`src/rtl/llrb_pkg.sv`:
```
`timescale 1ns / 1ps
// shared types and constants of the line log ring buffer
package llrb_pkg;

   localparam logic [2:0] FN_BEGIN  = 3'd0;
   localparam logic [2:0] FN_BYTE   = 3'd1;
   localparam logic [2:0] FN_READ   = 3'd2;
   localparam logic [2:0] FN_COMMIT = 3'd3;
   localparam logic [2:0] FN_TAKE   = 3'd4;

   localparam logic [7:0] NEWLINE = 8'h0A;

   localparam int LEN_W      = 16;
   localparam int OFFSET_W   = 10;
   localparam int POS_W      = 32;
   localparam int USED_W     = 11;
   localparam int COUNT_W    = 11;
   localparam int QUEUE_DEPTH = 2;

   typedef enum logic [2:0] {
      OP_BEGIN,
      OP_BYTE,
      OP_READ,
      OP_COMMIT,
      OP_TAKE,
      OP_NOP
   } op_type;

   typedef enum logic [2:0] {
      ST_IDLE,
      ST_EXEC,
      ST_ROOM,
      ST_SCAN,
      ST_NEWLINE,
      ST_DONE
   } state_type;

   typedef struct packed {
      op_type              op;
      logic                too_long;
      logic [LEN_W-1:0]    len;
      logic [7:0]          data;
      logic [OFFSET_W-1:0] offset;
      logic [POS_W-1:0]    target;
   } cmd_type;

   typedef struct packed {
      logic              accepted;
      logic              read_valid;
      logic [7:0]        read_data;
      logic [USED_W-1:0] used_bytes;
      logic [POS_W-1:0]  base_pos;
      logic [POS_W-1:0]  dropped_count;
      logic              line_open;
   } rsp_type;

endpackage

```
`src/rtl/llrb_front.sv`:
```
`timescale 1ns / 1ps
// request decode: classifies a transaction into a queued command
module llrb_front #(
   parameter int CAPACITY = 1024
) (
   input  logic                   start,
   input  logic                   q_full,
   input  logic [2:0]             req_func,
   input  logic [15:0]            req_line_len,
   input  logic [7:0]             req_data_byte,
   input  logic [9:0]             req_offset,
   input  logic [31:0]            req_commit_base,
   input  logic [10:0]            req_commit_count,
   output logic                   busy,
   output logic                   push,
   output llrb_pkg::cmd_type      push_cmd
);
   import llrb_pkg::*;

   localparam int AW = $clog2(CAPACITY);

   op_type op;

   always_comb begin
      unique case (req_func)
         FN_BEGIN:  op = OP_BEGIN;
         FN_BYTE:   op = OP_BYTE;
         FN_READ:   op = OP_READ;
         FN_COMMIT: op = OP_COMMIT;
         FN_TAKE:   op = OP_TAKE;
         default:   op = OP_NOP;
      endcase
   end

   assign busy = q_full;
   assign push = start & ~q_full;

   always_comb begin
      push_cmd.op       = op;
      // line plus its newline must fit in the ring
      push_cmd.too_long = {1'b0, req_line_len} >= 17'(CAPACITY);
      push_cmd.len      = LEN_W'(req_line_len[AW-1:0]);
      push_cmd.data     = req_data_byte;
      push_cmd.offset   = req_offset;
      push_cmd.target   = req_commit_base + POS_W'(req_commit_count);
   end

endmodule

```
`config.mk`:
```
export PLATFORM = sky130hd
export DESIGN_NAME = llrb_front
export DESIGN_NICKNAME = d
export VERILOG_FILES = /design/src/rtl/llrb_pkg.sv /design/src/rtl/llrb_front.sv
export SDC_FILE = /design/constraint.sdc
export NUM_CORES = 1
export LEC_CHECK = 0
export ABC_AREA = 1
export ABC_CLOCK_PERIOD_IN_PS = 3000
export BUFFER_PORTS_ARGS = -buffer_cell sky130_fd_sc_hd__buf_2
export CORE_MARGIN = 2
export CORE_UTILIZATION = 25
export DETAILED_ROUTE_END_ITERATION = 10
export PLACE_DENSITY = 0.59
export REMOVE_ABC_BUFFERS = 1
export SYNTH_ARGS = -nofsm -noshare
export SYNTH_HDL_FRONTEND = slang
export SYNTH_SLANG_ARGS = --single-unit
export TNS_END_PERCENT = 30
```
`constraint.sdc`:
```
create_clock -name vclk -period 3
set_input_delay 0.6 -clock vclk [all_inputs]
set_output_delay 0.6 -clock vclk [all_outputs]
set_load 0.03 [all_outputs]
```
==> impl_metrics.env, run 1 <==
export IMPL_cp_cell_sequence="buf_2 > ha_1 > fa_2 > nand3_1 > nand3_2 > nand2_1 > nand2_2 > nand2_1 > nand2_2 > xor2_2 > clkbuf_4"
export IMPL_layout_cells_most_common="nand2_1"
export IMPL_fin_ws_ps=178
export IMPL_wl_met3_um=677
export IMPL_drt_wl_total_um=6560
export IMPL_syn_avg_cell_area_um2=5.23
export IMPL_m1WireLength_um=3000
export IMPL_cts_repair_resized=0
export IMPL_gp_congestion=0.901
export IMPL_cp_required_ps=2400
export IMPL_area_delta_synth_final_pct=20.4
export IMPL_io_pins=154
export IMPL_avgRoutedWirePerCell_um=13.1
export IMPL_hold_path_class="in2out"
export IMPL_outcome="finished, final reports clean"
export IMPL_fmax_ghz=0.354
export IMPL_nets=499
export IMPL_drt_pass1_iter_count=6
export IMPL_die_x_um=88.5
export IMPL_drive_above_1_share_pct=30.8
export IMPL_grt_antenna_before_repair=0
export IMPL_setup_viol=0
export IMPL_power_density_nw_per_um2=198
export IMPL_report_final_slew_viol_count=0
export IMPL_dp_hpwl_um=5940
export IMPL_cp_startpoint="req_commit_base[0]"
export IMPL_cts_hold_buffers_added=0
export IMPL_fin_setup_tns_ps=0
export IMPL_ys_warn_count=0
export IMPL_seq_cell_count=0
export IMPL_num_antenna_cells=0
export IMPL_power_total_w=0.000426
export IMPL_hold_viol=0
export IMPL_cts_setup_buffers=0
export IMPL_highest_layer="met5"
export IMPL_peakVddDrop_mv=0.0713
export IMPL_drv_cap=0
export IMPL_gr_total_overflow=0
export IMPL_met2WireLength_um=2810
export IMPL_netlist_area_um2=1780
export IMPL_synth_distinct_cells=30
export IMPL_drc=0
export IMPL_layout_min_cycle_time_ps=2820
export IMPL_critPathKind="in2out"
export IMPL_worst_ep_arrival_time_ps=2220
export IMPL_start_util_pct=26.1
export IMPL_grt_pass1_vias=1962
export IMPL_final_cells=499
export IMPL_clkbuf_count=0
export IMPL_rows=30
export IMPL_dp_cells=499
export IMPL_grt_max_degree=7
export IMPL_leakagePower_nw=1.33
export IMPL_io_buffers=92
export IMPL_grt_pass1_wl_um=9420
export IMPL_ant_nets=0
export IMPL_endpoint="push_cmd[12]"
export IMPL_ys_seq_area_share_pct=0
export IMPL_dr_first_iter_drc_count=85
export IMPL_die_area_um2=7820
export IMPL_startpoint_type="input pin"
export IMPL_pre_cts_ws_ps=90.1
export IMPL_viasPerCell=4.38
export IMPL_design_core_area_um2=6830
export IMPL_post_route_period_util_pct=94.1
export IMPL_slowest_stage="fa_2"
export IMPL_grt_setup_unrepaired="false"
export IMPL_die_h_um=88.5
export IMPL_slowest_delay_ps=360
export IMPL_grt_usage_pct=15.8
export IMPL_regArea_um2=0
export IMPL_vias=2186
export IMPL_synthCells=341
export IMPL_final_cell_mix="nand2_1, buf_2, inv_1"
export IMPL_cp_max_fo=5
export IMPL_critPathCaptureType="output pin"
[synth_stat cells, types with 4 or more instances]
| master | n | share of area, % |
|---|---|---|
| a21oi_1 | 5 | 1.4 |
| buf_4 | 35 | 15 |
| ha_1 | 11 | 7.7 |
| inv_1 | 49 | 10 |
| inv_2 | 6 | 1.3 |
| nand2_1 | 121 | 25 |
| nand2_2 | 11 | 3.9 |
| nand3_1 | 29 | 8.1 |
| nand3b_1 | 4 | 1.7 |
| nor2_1 | 24 | 5.1 |
| nor3_1 | 6 | 1.7 |
| xor2_1 | 14 | 6.9 |
[power by group]
| part | internal (W) | switching, W |
|---|---|---|
| combinational | 0.000133 | 0.000293 |
| sequential | 0 | 0 |
| clock | 0 | 0 |
| total | 0.000133 | 0.000293 |
[area by class of cell]
type	instances	area (µm²)
Multi-Input combinational cell	255	1340
Inverter	55	206
Tap cell	96	120
Fill cell	805	4690
Timing Repair Buffer	93	475
[worst min path at each step]
stage / to / cells after the start / start / slack, ps
3_5_place_dp: push_cmd[37] / 0 / req_offset[5] / 1200
2_1_floorplan: busy / 0 / q_full / 1200
6_report: push_cmd[37] / 0 / req_offset[5] / 1200
4_1_cts: push_cmd[37] / 0 / req_offset[5] / 1200
5_1_grt: push_cmd[49] / 0 / req_data_byte[7] / 1200
3_3_place_gp: push_cmd[37] / 0 / req_offset[5] / 1200
[through the flow]
step | cell area (µm²) | hold WS [ps] | util (%)
floorplan | 1540 | 1200 | -
global placement | 2120 | 1200 | 31.1
detailed placement | 2120 | 1200 | 31.1
CTS | 2120 | 1200 | 31.1
global route | 2150 | 1200 | 31.4
finish | 2150 | 1200 | 31.4
[logic make-up (layout without fill, tap and decap cells)]
logic type	count (synthesis)	after routing	share of synthesized area [%]
simple gates	214	214	54.5
buf+inv	91	148	26.5
xor+xnor	15	15	7.37
fa+ha+maj	12	12	8.84
compound gates	8	8	2.53
other cells	1	6	0.210
[critical path: cells and delay by family]
| kind | cells | cell delay (ps) |
|---|---|---|
| adders and majority gates | 2 | 600 |
| and+or+nand+nor | 6 | 540 |
| buffers and inverters | 2 | 310 |
| xor gates and xnor gates | 1 | 170 |
[metal layers]
metal	vias up	GRT usage (%)
met2	95	24.1
met3	6	7.28
met5	-	5.19
met4	2	0.551
li1	1131	-
met1	952	21.1
Power figures use the tool's default switching activity.
==> inputs of run 2 (changes only) <==
Settings changed: CELL_PAD_IN_SITES_DETAIL_PLACEMENT set to 0, CELL_PAD_IN_SITES_GLOBAL_PLACEMENT set to 1, CORE_UTILIZATION 25 to 24, GPL_TIMING_DRIVEN set to 0, PLACE_DENSITY 0.59 to 0.87.
==> impl_metrics.env, run 2 (synthesized netlist as in run 1, its figures left out) <==
export IMPL_io_buffers=92
export IMPL_drv_cap=0
export IMPL_hold_depth=0
export IMPL_switchingPower_w=0.000290
export IMPL_swShare_pct=68.6
export IMPL_ant_nets=0
export IMPL_regArea_um2=0
export IMPL_leakagePower_nw=1.33
export IMPL_dp_hpwl_um=5880
export IMPL_nets=500
export IMPL_hold_path_end="push_cmd[55]"
export IMPL_grt_antenna_before_repair=0
export IMPL_cp_max_fo=5
export IMPL_critPathCaptureType="output pin"
export IMPL_layout_min_cycle_time_ps=2840
export IMPL_final_cells=503
export IMPL_drt_wl_total_um=6560
export IMPL_gp_congestion=0.934
export IMPL_postPlaceCellArea_um2=2120
export IMPL_final_cell_mix="nand2_1, buf_2, inv_1"
export IMPL_viasPerCell=4.36
export IMPL_hold_path_class="in2out"
export IMPL_startpoint_type="input pin"
export IMPL_critPathKind="in2out"
export IMPL_finalInstanceArea_um2=2150
export IMPL_area_delta_synth_final_pct=20.4
export IMPL_num_antenna_cells=0
export IMPL_p_int_w=0.000133
export IMPL_grt_max_degree=7
export IMPL_seq_cell_count=0
export IMPL_holdWs_ps=1200
export IMPL_num_fill_cells=844
export IMPL_cp_required_ps=2400
export IMPL_slowest_delay_ps=400
export IMPL_p_seq_share_pct=0
export IMPL_grt_pass1_vias=2086
export IMPL_drc=0
export IMPL_gr_total_overflow=0
export IMPL_report_final_slew_viol_count=0
export IMPL_cp_cell_sequence="buf_2 > ha_2 > fa_2 > nand3_1 > nand3_1 > nand2_1 > nand2_2 > nand2_1 > nand2_2 > nand2_1 > nand2_1 > nand2_1 > clkbuf_4"
export IMPL_design_core_area_um2=7210
export IMPL_grt_usage_pct=15.4
export IMPL_combPwrFrac_pct=100.0
export IMPL_power_density_nw_per_um2=197
export IMPL_dr_first_iter_drc_count=87
export IMPL_min_from="req_line_len[5]"
export IMPL_grt_pass1_wl_um=10200
export IMPL_die_area_um2=8130
export IMPL_fmax_ghz=0.353
export IMPL_drt_pass1_iter_count=4
export IMPL_post_route_period_util_pct=94.5
export IMPL_clkbuf_count=0
export IMPL_clkPwrFrac_pct=0
export IMPL_avgRoutedWirePerCell_um=13.0
export IMPL_rows=31
export IMPL_io_pins=154
export IMPL_slowest_stage="fa_2"
export IMPL_drive_above_1_share_pct=30.7
export IMPL_crit_family="simple AND/OR/NAND/NOR gates"
export IMPL_start_util_pct=24.7
export IMPL_multi_input_area_um2=1330
export IMPL_grt_setup_unrepaired="false"
export IMPL_dp_cells=501
export IMPL_setup_viol=0
export IMPL_fin_setup_tns_ps=0
export IMPL_die_h_um=90.2
export IMPL_die_x_um=90.2
export IMPL_cp_common_cell="nand2_1"
export IMPL_utilization_pct=29.8
export IMPL_worst_ep_arrival_time_ps=2240
export IMPL_peakVddDrop_mv=0.0749
export IMPL_hold_viol=0
export IMPL_layout_cells_most_common="nand2_1"
export IMPL_crit_buf_inv=2
export IMPL_vias=2193
export IMPL_outcome="finished, final reports clean"
export IMPL_cts_hold_buffers_added=0
export IMPL_cp_startpoint="req_commit_base[0]"
## run 2: cell types whose count changed in the layout (fill, tap and decap cells not counted)
cell and delta:
buf_4 +1, ha_1 -1, ha_2 +1, nand3_1 +1, nand3_2 -1, xor2_1 +1, xor2_2 -1
## run 2: stage by stage
stage                     total power, W  setup WS, ps
after global routing            0.000462          9.03
final                           0.000423           165
after global placement          0.000417          21.6
after CTS                       0.000420          2.07
after floorplan                 0.000280           183
after detailed placement        0.000419          1.65
## run 2: layout make-up
type / count / area share (%)
multi-input combinational: 255 / 62.1
tap: 99 / 5.77
timing repair buffer: 94 / 22.5
inverter: 55 / 9.62
## run 2: routing by layer
metal | part of all wire [%] | up-vias | track usage (%)
met4 | 0.40 | 2 | 0.641
li1 | - | 1130 | -
met5 | 0.72 | - | 4.49
met1 | 46 | 971 | 19.6
met3 | 11 | 4 | 8.05
met2 | 42 | 86 | 23.9
## run 2: worst max path at each step
| stage | endpoint | slack [ps] | cells after the start |
|---|---|---|---|
| global placement | push_cmd[28] | 20 | 13 |
| CTS | push_cmd[20] | 2 | 13 |
| finish | push_cmd[20] | 160 | 13 |
| global route | push_cmd[28] | 9 | 13 |
| floorplan | push_cmd[12] | 180 | 9 |
| detailed placement | push_cmd[20] | 2 | 13 |
## run 2: power groups by stage
stage	registers (W)	clock network [W]	logic [W]
CTS	0	0	0.000420
global route	0	0	0.000462
floorplan	0	0	0.000280
detailed placement	0	0	0.000419
global placement	0	0	0.000417
finish	0	0	0.000423
## run 2: repair_timing
action                                  4_1_cts  5_1_grt
setup buffers                                 0        2
gates resized for setup                       0        5
endpoints found under the setup margin        0        5
==> inputs of run 3 (changes only) <==
==> constraint.sdc (replaced) <==
create_clock -name vclk -period 3
set_input_delay 0.3 -clock vclk [all_inputs]
set_output_delay 0.3 -clock vclk [all_outputs]
set_load 0.03 [all_outputs]
==> impl_metrics.env, run 3 (synthesized netlist as in run 1, its figures left out) <==
export IMPL_hold_viol=0
export IMPL_gr_total_overflow=0
export IMPL_power_density_nw_per_um2=197
export IMPL_cts_setup_buffers=0
export IMPL_drive_above_1_share_pct=29.9
export IMPL_critPathKind="in2out"
export IMPL_design_core_area_um2=7210
export IMPL_outcome="finished, final reports clean"
export IMPL_drt_wl_total_um=6480
export IMPL_die_x_um=90.2
export IMPL_grt_antenna_before_repair=0
export IMPL_start_util_pct=24.7
export IMPL_area_delta_synth_final_pct=18.9
export IMPL_final_cell_mix="nand2_1, buf_2, inv_1"
export IMPL_die_h_um=90.2
export IMPL_power_total_w=0.000417
export IMPL_peakVddDrop_mv=0.0726
export IMPL_die_area_um2=8130
export IMPL_hold_path_class="in2out"
export IMPL_ant_nets=0
export IMPL_avgRoutedWirePerCell_um=12.9
export IMPL_layout_cells_most_common="nand2_1"
export IMPL_rows=31
export IMPL_cp_max_fo=5
export IMPL_regArea_um2=0
export IMPL_worst_ep_arrival_time_ps=2070
export IMPL_post_route_period_util_pct=79.1
export IMPL_cp_required_ps=2700
export IMPL_gp_congestion=0.934
export IMPL_io_buffers=92
export IMPL_num_antenna_cells=0
export IMPL_cts_hold_buffers_added=0
export IMPL_clkbuf_count=0
export IMPL_num_fill_cells=847
export IMPL_viasPerCell=4.34
export IMPL_drt_pass1_iter_count=4
export IMPL_grt_max_degree=7
export IMPL_leakagePower_nw=1.32
export IMPL_postPlaceCellArea_um2=2120
export IMPL_grt_setup_unrepaired="false"
export IMPL_report_final_slew_viol_count=0
export IMPL_dr_first_iter_drc_count=117
export IMPL_holdWs_ps=600
export IMPL_io_pins=154
export IMPL_startpoint_type="input pin"
export IMPL_grt_pass1_wl_um=10200
export IMPL_seq_cell_count=0
export IMPL_critPathCaptureType="output pin"
export IMPL_grt_pass1_vias=2086
export IMPL_fmax_ghz=0.422
export IMPL_drv_cap=0
export IMPL_cts_repair_resized=0
export IMPL_setup_viol=0
export IMPL_layout_min_cycle_time_ps=2370
export IMPL_nets=498
export IMPL_finalInstanceArea_um2=2120
export IMPL_dp_hpwl_um=5880
export IMPL_drc=0
export IMPL_grt_usage_pct=15.4
export IMPL_fin_setup_tns_ps=0
export IMPL_vias=2172
## run 3: worst paths after layout
| check | startpoint | end | slack, ps | depth (start not counted) |
|---|---|---|---|---|
| setup / recovery | req_commit_base[0] | push_cmd[28] | 630 | 13 |
| hold / removal | req_line_len[5] | push_cmd[55] | 600 | 0 |
## run 3: through the flow
step / utilization (%) / std cells / worst slack [ps]
6_report: 29.4 / 501 / 628
4_1_cts: 29.4 / 501 / 602
5_1_grt: 29.4 / 501 / 418
2_1_floorplan: - / 310 / 783
3_3_place_gp: 29.4 / 501 / 622
3_5_place_dp: 29.4 / 501 / 602
## run 3: worst max-delay path: stages
cell and delay, ps:
buf_2 100, ha_1 240, fa_1 470, nand3_1 130
nand3_1 110, nand2_1 90, nand2_2 80, nand2_1 80
nand2_2 110, nand2_1 80, nand2_1 40, nand2_1 40
buf_2 190
## run 3: power by group
group / switching (W) / leakage (nW) / total [W] / internal [W]
sequential: 0 / 0 / 0 / 0
combinational: 0.000289 / 1.32 / 0.000417 / 0.000128
clock: 0 / 0 / 0 / 0
## run 3: metal layers
metal,up-vias,track usage (%),routed length (µm),share of wire (%)
li1,1126,-,-,-
met1,956,19.6,2970,46
met2,84,23.9,2720,42
met3,4,8.05,714,11
met4,2,0.641,26,0.40
met5,-,4.49,47,0.73
## run 3: area by class of cell
| type | count | area, µm² | share of cell area (%) |
|---|---|---|---|
| Tap cell | 99 | 124 | 5.84 |
| Inverter | 55 | 206 | 9.74 |
| Multi-Input combinational cell | 255 | 1330 | 62.7 |
| Timing Repair Buffer | 92 | 460 | 21.7 |
