File: src/rtl/llrb_pkg.sv
`timescale 1ns / 1ps
// shared types and constants of the line log ring buffer
package llrb_pkg;

   localparam logic [2:0] FN_BEGIN  = 3'd0;
   localparam logic [2:0] FN_BYTE   = 3'd1;
   localparam logic [2:0] FN_READ   = 3'd2;
   localparam logic [2:0] FN_COMMIT = 3'd3;
   localparam logic [2:0] FN_TAKE   = 3'd4;

   localparam logic [7:0] NEWLINE = 8'h0A;

   localparam int LEN_W      = 16;
   localparam int OFFSET_W   = 10;
   localparam int POS_W      = 32;
   localparam int USED_W     = 11;
   localparam int COUNT_W    = 11;
   localparam int QUEUE_DEPTH = 2;

   typedef enum logic [2:0] {
      OP_BEGIN,
      OP_BYTE,
      OP_READ,
      OP_COMMIT,
      OP_TAKE,
      OP_NOP
   } op_type;

   typedef enum logic [2:0] {
      ST_IDLE,
      ST_EXEC,
      ST_ROOM,
      ST_SCAN,
      ST_NEWLINE,
      ST_DONE
   } state_type;

   typedef struct packed {
      op_type              op;
      logic                too_long;
      logic [LEN_W-1:0]    len;
      logic [7:0]          data;
      logic [OFFSET_W-1:0] offset;
      logic [POS_W-1:0]    target;
   } cmd_type;

   typedef struct packed {
      logic              accepted;
      logic              read_valid;
      logic [7:0]        read_data;
      logic [USED_W-1:0] used_bytes;
      logic [POS_W-1:0]  base_pos;
      logic [POS_W-1:0]  dropped_count;
      logic              line_open;
   } rsp_type;

endpackage

File: src/rtl/llrb_fifo.sv
`timescale 1ns / 1ps
// short command queue between decode and execution
module llrb_fifo (
   input  logic              clock,
   input  logic              reset,
   input  logic              push,
   input  llrb_pkg::cmd_type push_cmd,
   input  logic              pop,
   output llrb_pkg::cmd_type head,
   output logic              empty,
   output logic              full
);
   import llrb_pkg::*;

   localparam int QAW = $clog2(QUEUE_DEPTH);

   cmd_type        entry_ff [QUEUE_DEPTH];
   logic [QAW-1:0] wr_ptr_ff, wr_ptr_in;
   logic [QAW-1:0] rd_ptr_ff, rd_ptr_in;
   logic [QAW:0]   count_ff, count_in;

   always_comb begin
      wr_ptr_in = push ? QAW'(wr_ptr_ff + 1'b1) : wr_ptr_ff;
      rd_ptr_in = pop ? QAW'(rd_ptr_ff + 1'b1) : rd_ptr_ff;
      count_in  = count_ff;
      if (push && !pop) begin
         count_in = count_ff + 1'b1;
      end else if (pop && !push) begin
         count_in = count_ff - 1'b1;
      end
   end

   always_ff @(posedge clock) begin
      if (reset) begin
         wr_ptr_ff <= '0;
         rd_ptr_ff <= '0;
         count_ff  <= '0;
      end else begin
         wr_ptr_ff <= wr_ptr_in;
         rd_ptr_ff <= rd_ptr_in;
         count_ff  <= count_in;
      end
   end

   always_ff @(posedge clock) begin
      if (push) begin
         entry_ff[wr_ptr_ff] <= push_cmd;
      end
   end

   assign head  = entry_ff[rd_ptr_ff];
   assign empty = (count_ff == '0);
   assign full  = (count_ff == (QAW+1)'(QUEUE_DEPTH));

endmodule

File: config.mk
export PLATFORM = sky130hd
export DESIGN_NAME = llrb_fifo
export DESIGN_NICKNAME = d
export VERILOG_FILES = /design/src/rtl/llrb_pkg.sv /design/src/rtl/llrb_fifo.sv
export SDC_FILE = /design/constraint.sdc
export NUM_CORES = 1
export LEC_CHECK = 0
export BUFFER_PORTS_ARGS = -buffer_cell sky130_fd_sc_hd__buf_2
export CORE_MARGIN = 4
export CORE_UTILIZATION = 52
export DETAILED_ROUTE_END_ITERATION = 6
export PLACE_DENSITY = 0.85
export SLEW_MARGIN = 20
export SYNTH_ARGS = -nofsm -noshare
export SYNTH_HDL_FRONTEND = slang
export SYNTH_SLANG_ARGS = --single-unit
File: constraint.sdc
create_clock -name clock -period 5.4 [get_ports clock]
set_input_delay 0.54 -clock clock [delete_from_list [all_inputs] [get_ports clock]]
set_output_delay 0.54 -clock clock [all_outputs]
set_load 0.1 [all_outputs]
==> flow_results.org, run 1 <==
** Critical path
- Arrival time at the worst endpoint :: 2.26 ns
- Critical Path End Type :: output port
- Crit path max fanout :: 70
- Startpoint type of the worst setup path :: register
- Setup CP Type :: reg2out
- Required @ worst endpoint :: roughly 4.9 ns

** Finish
- Number of nets in the layout :: between 400 and 500
- The number of antenna diodes in the final layout is 0.
- Count of filler cells inserted in the layout :: roughly 690
- Layout Cells excl Fill :: around 540
- Post-synthesis to final-layout area growth :: 26.3%
- Share of post-route cells with drive strength above 1 :: 0.607

** Floorplanning
- CORE AREA :: approximately 0.0098 mm2
- Die Area :: between 0.01 and 0.015 mm2
- Starting Density :: 0.538
- The initialized floorplan defines 36 standard-cell rows.
- Count of boundary I/O pins :: approximately 150
- Width of the chip :: about 110 um
- The floorplan step set the die height to approximately 110 um.

** Clocking
- Clock slew seen by the registers of the worst setup and hold paths :: about 0.06 ns
- Post-CTS Resized :: 0
- Clock buffer count from CTS :: 17
- CTS tree :: yes
- In this run, post-CTS hold repair placed 0 buffers.
- The later pin in the worst-skew pair is clocked with a latency of roughly 0.5 ns.
- Clock buffer depth :: 2
- Number of clock sinks :: between 100 and 150
- Root Buffer :: sky130_fd_sc_hd__clkbuf_8
- The H-tree was split into 4 levels.
- Post-CTS setup-driven buffer insertion count :: 0

** Power and ir drop
- For this design the ratio of total power to cell area is around 460 mW/mm2.
- Leakage component of the power :: roughly 2.5 nW
- Switching power :: between 0.001 and 0.0015 W
- Max rail drop VDD :: 0.000292 V
- Sequential cell fraction of total power :: 0.436
- Clk network pwr share :: 0.352
- Of the total power, the share spent switching nets is 0.324.
- Internal power component :: about 0.0021 W
- Part of the power in combinational logic :: 0.213

** Synth
- Sequential cell area fraction in the yosys report :: 0.815
- In this run, synthesis produced a sequential element count of 145.
- Post-Synthesis Cell Area :: 0.00528 mm2
- Each instance of the synthesized netlist takes up on average approximately 22 um2.
- The number of nets in the synthesized netlist is approximately 320.
- Synthesis produced a netlist whose cell count is 240.
- Unique masters post-synth :: 16
- The Yosys step of the flow raised 0 warnings.

** GRT
- Overflow left after global routing :: 0
- Pin count of the biggest net entering global routing :: 71
- Wire length of the first global-routing pass :: around 14 mm
- The via count of the first global-routing pass came to about 2800.
- Initial antenna violation count :: 0
- Across every metal layer, demand over resource in global routing totals 0.159.

** Timing
- Measured against its own limit, the worst slew margin works out to 0.323.
- Share of the clock period used by the worst path :: 0.519
- The total count of max-transition violations in the final report was 0.
- Static timing analysis puts the maximum clock frequency at 357 MHz.
- The worst path meets setup with 2.60 ns of slack.
- Hold Violations, Final :: 0
- Transition time of the tightest slew-check pin :: 1.01 ns
- Counting I/O delays and the setup requirement, the final critical path takes between 2 and 3 ns.
- Largest clock skew in the final design :: 0.00796 ns
- RSZ-0062 raised after global routing :: no
- After routing, the total negative slack on setup checks comes to 0 ns.
- Final setup violation count :: 0

** Placed design
- Including well taps, the total number of placed cells is 511.
- After legalization and detailed placement, the total HPWL measured 5.85 mm.
- Port-buffer cells :: approximately 150
- Before CTS, the worst setup slack after placement is 2.86 ns.
- The congestion estimate from routability-driven global placement came to approximately 0.69.

** Drt
- The first routing iteration left ~110 violations.
- DR DRC count :: 0
- First drt pass iteration count :: 4
- Final wirelength :: roughly 9.2 mm
- Summing over every cut layer, the via total after detailed routing is ~2700.
- Number of vias per cell after detailed routing :: 4.98
- Post-DRT Antenna Nets :: 0
- WL/cell :: between 15 and 20 um

** Run status
- The flow ran to the end, and the final reports show no timing, DRC or antenna violations.

** Run
- Across the run, the number of max-cap violations was 0.

** Min path
- HP Class :: in2reg
==> power by group through the flow <==
stage | sequential (W) | clock [W] | combinational (W)
after floorplan | 0.00135 | 0 | 0.000580
after global routing | 0.00136 | 0.00117 | 0.000682
after global placement | 0.00137 | 0 | 0.000657
after CTS | 0.00135 | 0.00111 | 0.000664
final | 0.00135 | 0.00109 | 0.000659
after detailed placement | 0.00137 | 0 | 0.000663
==> routing by layer <==
| metal | share of wire | wire [um] | global-route usage | up-vias |
|---|---|---|---|---|
| met5 | 0 | 0 | 0 | - |
| met4 | 0.011 | 104 | 0.0595 | 0 |
| met3 | 0.067 | 616 | 0.0604 | 12 |
| met2 | 0.52 | 4750 | 0.267 | 99 |
| met1 | 0.40 | 3680 | 0.188 | 1333 |
| li1 | - | - | - | 1260 |
==> synth_stat cells <==
library cell,instances,area share
sky130_fd_sc_hd__a21oi_1,1,0.00095
sky130_fd_sc_hd__buf_2,1,0.00095
sky130_fd_sc_hd__buf_6,7,0.015
sky130_fd_sc_hd__dfxtp_1,5,0.019
sky130_fd_sc_hd__and2_1,1,0.0012
sky130_fd_sc_hd__xor2_1,2,0.0033
sky130_fd_sc_hd__edfxtp_1,140,0.80
sky130_fd_sc_hd__and2b_2,1,0.0017
sky130_fd_sc_hd__ha_1,1,0.0024
sky130_fd_sc_hd__mux2_2,70,0.15
sky130_fd_sc_hd__xnor2_1,2,0.0033
sky130_fd_sc_hd__o21ai_0,1,0.00095
sky130_fd_sc_hd__inv_1,1,0.00071
sky130_fd_sc_hd__or3_1,1,0.0012
sky130_fd_sc_hd__nor2b_1,1,0.0012
sky130_fd_sc_hd__nor2_1,5,0.0036
==> cell families after synthesis <==
| family | after synthesis | synth area share |
|---|---|---|
| AO/OA/AOI/OAI | 2 | 0.00189 |
| flip-flops | 145 | 0.815 |
| adder cells (fa/ha/maj) | 1 | 0.00237 |
| multiplexers | 70 | 0.149 |
| AND/OR/NAND/NOR | 9 | 0.00876 |
| buffers and inverters | 9 | 0.0166 |
| XOR/XNOR | 4 | 0.00663 |
==> flip-flops by register name (all words and copies together), names as in the netlist, named ones only <==
name and cells:
count_ff 2, entry_ff 140, rd_ptr_ff 1, wr_ptr_ff 1
==> layout by cell type (no fill, tap or decap), types with 2 or more instances in the layout <==
| master | n |
|---|---|
| sky130_fd_sc_hd__mux2_2 | 70 |
| sky130_fd_sc_hd__buf_2 | 145 |
| sky130_fd_sc_hd__clkbuf_1 | 3 |
| sky130_fd_sc_hd__bufinv_16 | 2 |
| sky130_fd_sc_hd__xor2_1 | 2 |
| sky130_fd_sc_hd__edfxtp_1 | 140 |
| sky130_fd_sc_hd__nor2_1 | 5 |
| sky130_fd_sc_hd__clkinvlp_4 | 6 |
| sky130_fd_sc_hd__dfxtp_1 | 4 |
| sky130_fd_sc_hd__clkinv_4 | 2 |
| sky130_fd_sc_hd__clkbuf_16 | 16 |
| sky130_fd_sc_hd__xnor2_1 | 2 |
==> through the flow <==
step / hold WS, ns / total power (W) / utilization / instance area (um2)
after detailed placement: 0.498 / 0.00204 / 0.623 / 6110
after CTS: 0.190 / 0.00313 / 0.680 / 6680
final: 0.218 / 0.00310 / 0.680 / 6680
after floorplan: 0.461 / 0.00193 / - / 5280
after global placement: 0.479 / 0.00203 / 0.623 / 6110
after global routing: 0.182 / 0.00321 / 0.680 / 6680
==> worst paths after layout <==
| path | startpoint | to | slack, ns | depth (start not counted) |
|---|---|---|---|---|
| worst min-delay path | push_cmd[20] | entry_ff[0][20] | 0.22 | 1 |
| worst min register to register | rd_ptr_ff | rd_ptr_ff | 0.53 | 2 |
| worst max-delay path | register | head[4] | 2.60 | 2 |
| worst max register to register | wr_ptr_ff | entry_ff[0][30] | 3.27 | 2 |
==> cell type report <==
class	count	area (um2)	area share
well taps	133	166	0.0249
clock inverters	12	136	0.0204
inverters	1	3.75	0.000562
flip-flops and latches	145	4310	0.645
repair buffers	146	733	0.110
multi-input cells	86	902	0.135
clock buffers	20	425	0.0637
==> critical path: stages, from the launching register on <==
cell                      delay, ns
sky130_fd_sc_hd__dfxtp_4       0.91
sky130_fd_sc_hd__mux2_2        0.32
sky130_fd_sc_hd__buf_2         0.42
No activity file was read; power rests on OpenSTA's default activity.
==> inputs of run 2 (changes only) <==
CORE_UTILIZATION = 47   (was 52)
PLACE_DENSITY = 0.82   (was 0.85)
clock period = 2.38 ns   (was 5.4 ns; I/O delays follow)
==> run 2 against run 1 <==
Sequential cell count is the same. Sequential share of layout area decreased by 1.1 points. Non-clock buffer count rose by 6. Cell count up 2.4%. Clock skew down 0.0035 ns. Sequential power rose by 120%. First-iteration DRC count increased by 24%. Critical path depth rose by 1. Routed wire length up 1.1%. Critical path type unchanged. Critical endpoint is now head[34].
==> flow_results.org, run 2 (synthesis gave the netlist of run 1 again) <==
** Power and ir drop
- The largest vdd supply drop came to 0.000538 V (+84%).
- The power density over cell area is 1060 mW/mm2 (+130%).
- The leakage component of the power is 2.58 nW (+3.1%).

** Timing
- The clock skew after layout is 0.00441 ns (-0.00355 ns).
- Tmin final :: 2.19 ns
- Transition time of the tightest slew-check pin :: 0.569 ns (-0.444 ns)
- Share of the clock period used by the worst path :: 0.919
- Timing-limited maximum frequency :: ~460 MHz
- The final hold violation count is 0 (unchanged).
- The total count of max-transition violations in the final report came to 0 (unchanged).
- RSZ-0062 raised after global routing :: no
- The final-report setup violation count came to 0 (unchanged).
- The accumulated negative setup slack is 0 ns (unchanged).
- Max-slew headroom at the worst pin :: 0.621 (+0.297)

** Finish
- Max reg flops :: 140 (unchanged)
- Leaving out fill and tap cells, the most frequent cell in the layout is sky130_fd_sc_hd__buf_2.
- Share of post-route cells with drive strength above 1 :: 0.615 (+0.00807)
- Largest regs :: entry_ff x140, count_ff x2
- Count of filler cells inserted in the layout :: 822 (+20%)
- The count of nets after finishing was 478 (+1.3%).
- Compared with the post-synthesis result, the final layout area differs by 28.5%.
- Total inserted antenna cells :: 0 (unchanged)
- Area of combinational cells with multiple inputs :: 902 um2 (unchanged)
- entry_ff holds more flip-flops than any other register.
- Most used cells in the layout excluding fill and tap cells :: sky130_fd_sc_hd__buf_2 (145), sky130_fd_sc_hd__edfxtp_1 (140), sky130_fd_sc_hd__mux2_2 (70)
- The combined flip-flop and latch cell area was 0.00431 mm2 (unchanged).
- Post-route design area :: 0.00679 mm2 (+1.7%)

** Clocking
- Post-CTS Resized :: 0 (unchanged)
- Clock buffer depth :: 2 (unchanged)
- The number of clock sinks was 145 (unchanged).
- TritonCTS built the clock tree.
- The total of hold buffers inserted after clock tree synthesis was 0 (unchanged).
- The buffers inserted during post-CTS setup optimization came to 0 (unchanged).
- The cell sitting at the root of the clock tree is a sky130_fd_sc_hd__clkbuf_16.
- Clock slew seen by the registers of the worst setup and hold paths :: 0.06 ns (about the same)
- The number of H-tree levels was 4 (unchanged).
- The latest clock arrival within the worst-skew pair is 0.39 ns (-0.12 ns).
- The clock buffer count from CTS was 17 (unchanged).

** Run
- The number of max-cap violations came to 0 (unchanged).

** Run status
- The run finished with clean final reports.

** Critical path
- Required @ worst endpoint :: 2.14 ns (-2.72 ns)
- Depth of the most critical reg-to-reg path :: 2 (unchanged)
- Register-to-register setup slack :: 0.81 ns (-2.46 ns)
- Start of the worst register-to-register path :: wr_ptr_ff
- The data arrival time of the critical path was 1.95 ns (-0.31 ns).
- Setup CP Type :: reg2out
- STA classifies the critical path startpoint as a register.
- Critical Path End Type :: output port
- The worst register-to-register path ends at entry_ff[1][43].
- The maximum fanout along the worst path came to 22 (-69%).

** Drt
- The total number of vias was 2685 (-0.70%).
- The count of unresolved DRC violations after routing came to 0 (unchanged).
- First-iteration detailed-routing DRC count :: 135 (+24%)
- The number of nets with antenna violations after detailed routing was 0 (unchanged).
- WL/cell :: 16.6 um (-1.3%)
- First drt pass iteration count :: 6 (+2)
- Number of vias per cell after detailed routing :: 4.83 (-3.0%)
- Final wirelength :: 9.25 mm (+1.1%)

** Min path
- In this run the most critical hold path is launched from push_cmd[36].
- Hold Path Sink :: entry_ff[1][36]
- Hold-critical path depth :: 1 (unchanged)
- HP Class :: in2reg

** GRT
- The first-pass GRT wire length came to 14.3 mm (+4.1%).
- Initial antenna violation count :: 0 (unchanged)
- Overflow left after global routing :: 0 (unchanged)
- Pin count of the biggest net entering global routing :: 43 (-39%)
- Global-route usage over all layers :: 0.147 (-0.0128)
- The via count of the first global-routing pass is 2835 (+1.3%).

** Placed design
- The number of buffers added on ports came to 145 (unchanged).
- Final weighted congestion in routability-driven placement :: 0.755 (+8.9%)
- The post-DP HPWL came to 6.20 mm (+6.0%).
- Standard cell area after detailed placement :: 0.00618 mm2 (+1.1%)

** Floorplanning
- The starting density of the core is 0.483 (-0.0549).
- Cell row count :: 38 (+5.6%)
- Vertical extent of the die :: 114 um (+4.8%)
- The number of placed I/O pins is 146 (unchanged).
- Die Area :: 0.0130 mm2 (+9.8%)
- CORE AREA :: 0.0109 mm2 (+11%)
- The width of the chip is 114 um (+4.8%).
## run 2: worst max-delay path by stage
stage | slack, ns | cells past startpoint | endpoint
after floorplan | 0.56 | 1 | empty
after global placement | 0.63 | 3 | head[47]
after detailed placement | 0.58 | 3 | head[34]
after CTS | 0.15 | 3 | head[34]
after global routing | 0.11 | 3 | head[24]
final | 0.19 | 3 | head[34]
## run 2: layer usage
layer  vias up  track usage  part of all wire
met5         -            0                 0
met4         0       0.0523            0.0098
met3        10       0.0493             0.068
met2        90        0.248              0.51
met1      1308        0.175              0.41
li1       1277            -                 -
## run 2: worst max-delay path: stages (launching register included)
cell and delay (ns):
sky130_fd_sc_hd__dfxtp_4 0.54, sky130_fd_sc_hd__buf_4 0.34, sky130_fd_sc_hd__mux2_2 0.38, sky130_fd_sc_hd__buf_2 0.29
## run 2: cell type report
cell class / instances / share of cell area
Clock inverter: 10 / 0.0197
Inverter: 1 / 0.000553
Sequential cell: 145 / 0.635
Clock buffer: 22 / 0.0699
Multi-Input combinational cell: 86 / 0.133
Tap cell: 140 / 0.0258
Timing Repair Buffer: 152 / 0.116
## run 2: report_power, final
part	total, W	leakage, nW	switching [W]	internal [W]
clock network	0.00265	0.296	0.000927	0.00173
registers	0.00303	1.36	0.0000524	0.00298
logic	0.00154	0.932	0.00125	0.000292
total	0.00723	2.58	0.00223	0.00500
## run 2: metrics by stage
| stage | cells | setup slack, ns | total power, W | util | hold WS [ns] |
|---|---|---|---|---|---|
| floorplan | 240 | 0.560 | 0.00438 | - | 0.307 |
| global placement | 524 | 0.634 | 0.00461 | 0.565 | 0.426 |
| detailed placement | 524 | 0.585 | 0.00464 | 0.565 | 0.430 |
| CTS | 556 | 0.148 | 0.00730 | 0.621 | 0.00846 |
| global route | 556 | 0.113 | 0.00750 | 0.621 | 0.00113 |
| finish | 556 | 0.192 | 0.00723 | 0.621 | 0.0290 |
==> inputs of run 3 (changes only) <==
GPL_ROUTABILITY_DRIVEN = 0   (was unset)
PLACE_DENSITY = 0.79   (was 0.82)
==> run 3 against run 2 <==
Clock skew shrank 0.00053 ns. Sequential cell count is the same. Power is essentially flat. Maximum frequency grew 4.3%. Highest routed layer unchanged. Critical path type unchanged. Worst hold slack lost 0.0061 ns. Global-route usage shrank 0.088 points. Routed wire length grew 0.37%. Critical path depth is the same. Cell count shrank 0.18%.
==> flow_results.org, run 3 (synthesis gave the netlist of run 1 again) <==
** Drt
- Total via count after detailed routing :: 2686 (+0.037%)
- WL/cell :: 16.7 um (+0.55%)
- Final wirelength :: 9.28 mm (+0.37%)
- First-iteration detailed-routing DRC count :: 145 (+7.4%)
- First drt pass iteration count :: 4 (-2)
- Post-DRT Antenna Nets :: 0 (unchanged)
- The count of unresolved DRC violations after routing was 0 (unchanged).
- The mean number of vias per cell is 4.84 (+0.22%).

** Floorplanning
- Width of the chip :: 114 um (unchanged)
- Die Area :: 0.0130 mm2 (unchanged)
- Vertical extent of the die :: 114 um (unchanged)
- The placeable core region was 0.0109 mm2 (unchanged).
- The starting density of the core is 0.483 (unchanged).
- The number of placed I/O pins came to 146 (unchanged).
- The floorplan row count came to 38 (unchanged).

** Clocking
- Hold buffer count at cts :: 0 (unchanged)
- Clock buffer count from CTS :: 17 (unchanged)
- Clock slew seen by the registers of the worst setup and hold paths :: 0.06 ns (about the same)
- CTS HTree Levels :: 4 (unchanged)
- The tree is rooted in a sky130_fd_sc_hd__clkbuf_16.
- Post-CTS Resized :: 0 (unchanged)
- Post-CTS setup-driven buffer insertion count :: 0 (unchanged)
- Number of clock sinks :: 145 (unchanged)
- Worst skew pair latency :: 0.40 ns (about the same)
- Clock buffer depth :: 2 (unchanged)
- TritonCTS built the clock tree.

** Min path
- HP Class :: in2reg
- The worst hold path begins at push_cmd[4].

** Critical path
- The maximum fanout along the worst path came to 36 (+64%).
- The worst setup path is captured at an output port.
- Startpoint type of the worst setup path :: register
- In this run the critical register-to-register path is launched from wr_ptr_ff.
- The slowest stage of the critical path is the sky130_fd_sc_hd__mux2_2 cell.
- Arrival time at the worst endpoint :: 1.86 ns (-0.09 ns)
- The data required time of the worst path was 2.14 ns (about the same).
- The critical path goes through buf_4, mux2_2, buf_2.
- Largest stage delay on the critical path :: 0.41 ns (-0.13 ns)
- Setup CP Type :: reg2out

** Finish
- The largest registers in the layout are entry_ff x140, count_ff x2.
- The count of nets after finishing was 479 (+0.21%).
- Layout Cells excl Fill :: 555 (-0.18%)
- Leaving out fill and tap cells, the most frequent cell in the layout is sky130_fd_sc_hd__buf_2.
- Total inserted antenna cells :: 0 (unchanged)
- Post-route design area :: 0.00679 mm2 (about the same)
- Max reg flops :: 140 (unchanged)
- Most used cells in the layout excluding fill and tap cells :: sky130_fd_sc_hd__buf_2 (145), sky130_fd_sc_hd__edfxtp_1 (140), sky130_fd_sc_hd__mux2_2 (70)
- Share of post-route cells with drive strength above 1 :: 0.605 (-0.0106)
- Register ranked first by flip-flop count :: entry_ff
- The layout-stage area growth over the synthesis result came to 28.5% (about the same).

** GRT
- The via count of the first global-routing pass was 2913 (+2.8%).
- Most congested layer reported by global routing :: met2
- The met3 global-route usage came to 0.0578 (+0.00849).
- Wire length of the first global-routing pass :: 14.2 mm (-0.67%)
- Pin count of the biggest net entering global routing :: 37 (-14%)
- The global-route met1 utilization was 0.168 (-0.00749).
- The met2 demand-to-capacity share in global routing was 0.246 (-0.00234).
- The total overflow reported by the global router was 0 (unchanged).
- The total track usage came to 0.146 (-0.000884).
- Initial antenna violation count :: 0 (unchanged)

** Power and ir drop
- The largest vdd supply drop was 0.000482 V (-10%).
- The switching power was 0.00223 W (+0.23%).
- The share of power burned in combinational logic is 0.214 (about the same).
- Switching part of the total :: 0.309 (+0.000626)
- The leakage component of the power was 2.58 nW (-0.29%).
- Clk network pwr share :: 0.368 (about the same)
- Internal power component :: 0.00499 W (about the same)
- The sequential share of power was 0.417 (-0.002).
- The power density over cell area is 1060 mW/mm2 (about the same).

** Timing
- The post-route clock period utilization came to 0.882 (-0.0377).
- Largest clock skew in the final design :: 0.00388 ns (-0.000529 ns)
- The post-route worst setup slack was 0.281 ns (+0.0896 ns).
- Max-slew headroom at the worst pin :: 0.662 (+0.0417)
- Timing-limited maximum frequency :: 476 MHz (+4.3%)
- Total negative slack for setup checks :: 0 ns (unchanged)
- The total count of max-transition violations in the final report came to 0 (unchanged).
- The final hold violation count came to 0 (unchanged).
- Setup repair after global routing left no endpoint under its margin.
- The clock period minus final worst setup slack is 2.10 ns (-0.0896 ns).
- The final-report setup violation count is 0 (unchanged).
- Transition time of the tightest slew-check pin :: 0.506 ns (-0.0626 ns)

** Run
- The number of max-cap violations is 0 (unchanged).

** Run status
- Status :: finished, final reports clean

** Placed design
- Standard cell area after detailed placement :: 0.00616 mm2 (-0.24%)
- Half-perimeter wire length after detailed placement :: 6.16 mm (-0.60%)
- Count of placed standard cells including taps :: 522 (-0.38%)
- Worst slack at placement :: 0.687 ns (+0.102 ns)
- The number of buffers added on ports came to 145 (unchanged).
[run 3: routing by layer]
metal,vias up,part of all wire
li1,1275,-
met1,1299,0.40
met2,104,0.52
met3,8,0.075
met4,0,0.0073
met5,-,0
[run 3: worst paths after layout]
path | end | slack (ns) | cells past startpoint
setup / recovery | head[65] | 0.28 | 3
hold / removal | entry_ff[1][4] | 0.02 | 1
setup reg to reg | entry_ff[1][66] | 0.86 | 2
hold reg to reg | count_ff[1] | 0.50 | 2
[run 3: area by class of cell]
type | count | area (um2)
well taps | 140 | 175
multi-input cells | 86 | 902
repair buffers | 153 | 806
fillers | 806 | 4150
clock inverters | 13 | 170
clock buffers | 17 | 425
inverters | 1 | 3.75
flip-flops and latches | 145 | 4310
[run 3: stage by stage]
stage                      util  hold WS (ns)  power [W]
after detailed placement  0.564         0.430    0.00463
final                     0.621        0.0228    0.00723
after floorplan               -         0.307    0.00438
after global routing      0.621      0.000354    0.00749
after global placement    0.564         0.425    0.00461
after CTS                 0.618      0.000897    0.00731
[run 3: power by group through the flow]
stage,Clock [W],Sequential (W),Combinational [W]
global placement,0,0.00306,0.00155
finish,0.00266,0.00302,0.00155
CTS,0.00273,0.00302,0.00156
floorplan,0,0.00306,0.00132
global route,0.00286,0.00303,0.00160
detailed placement,0,0.00307,0.00156
[run 3: critical path: cells and delay by family (launching register included)]
family / cells / cell delay [ns]
buffers and inverters: 2 / 0.69
multiplexers: 1 / 0.41
flip-flops: 1 / 0.34
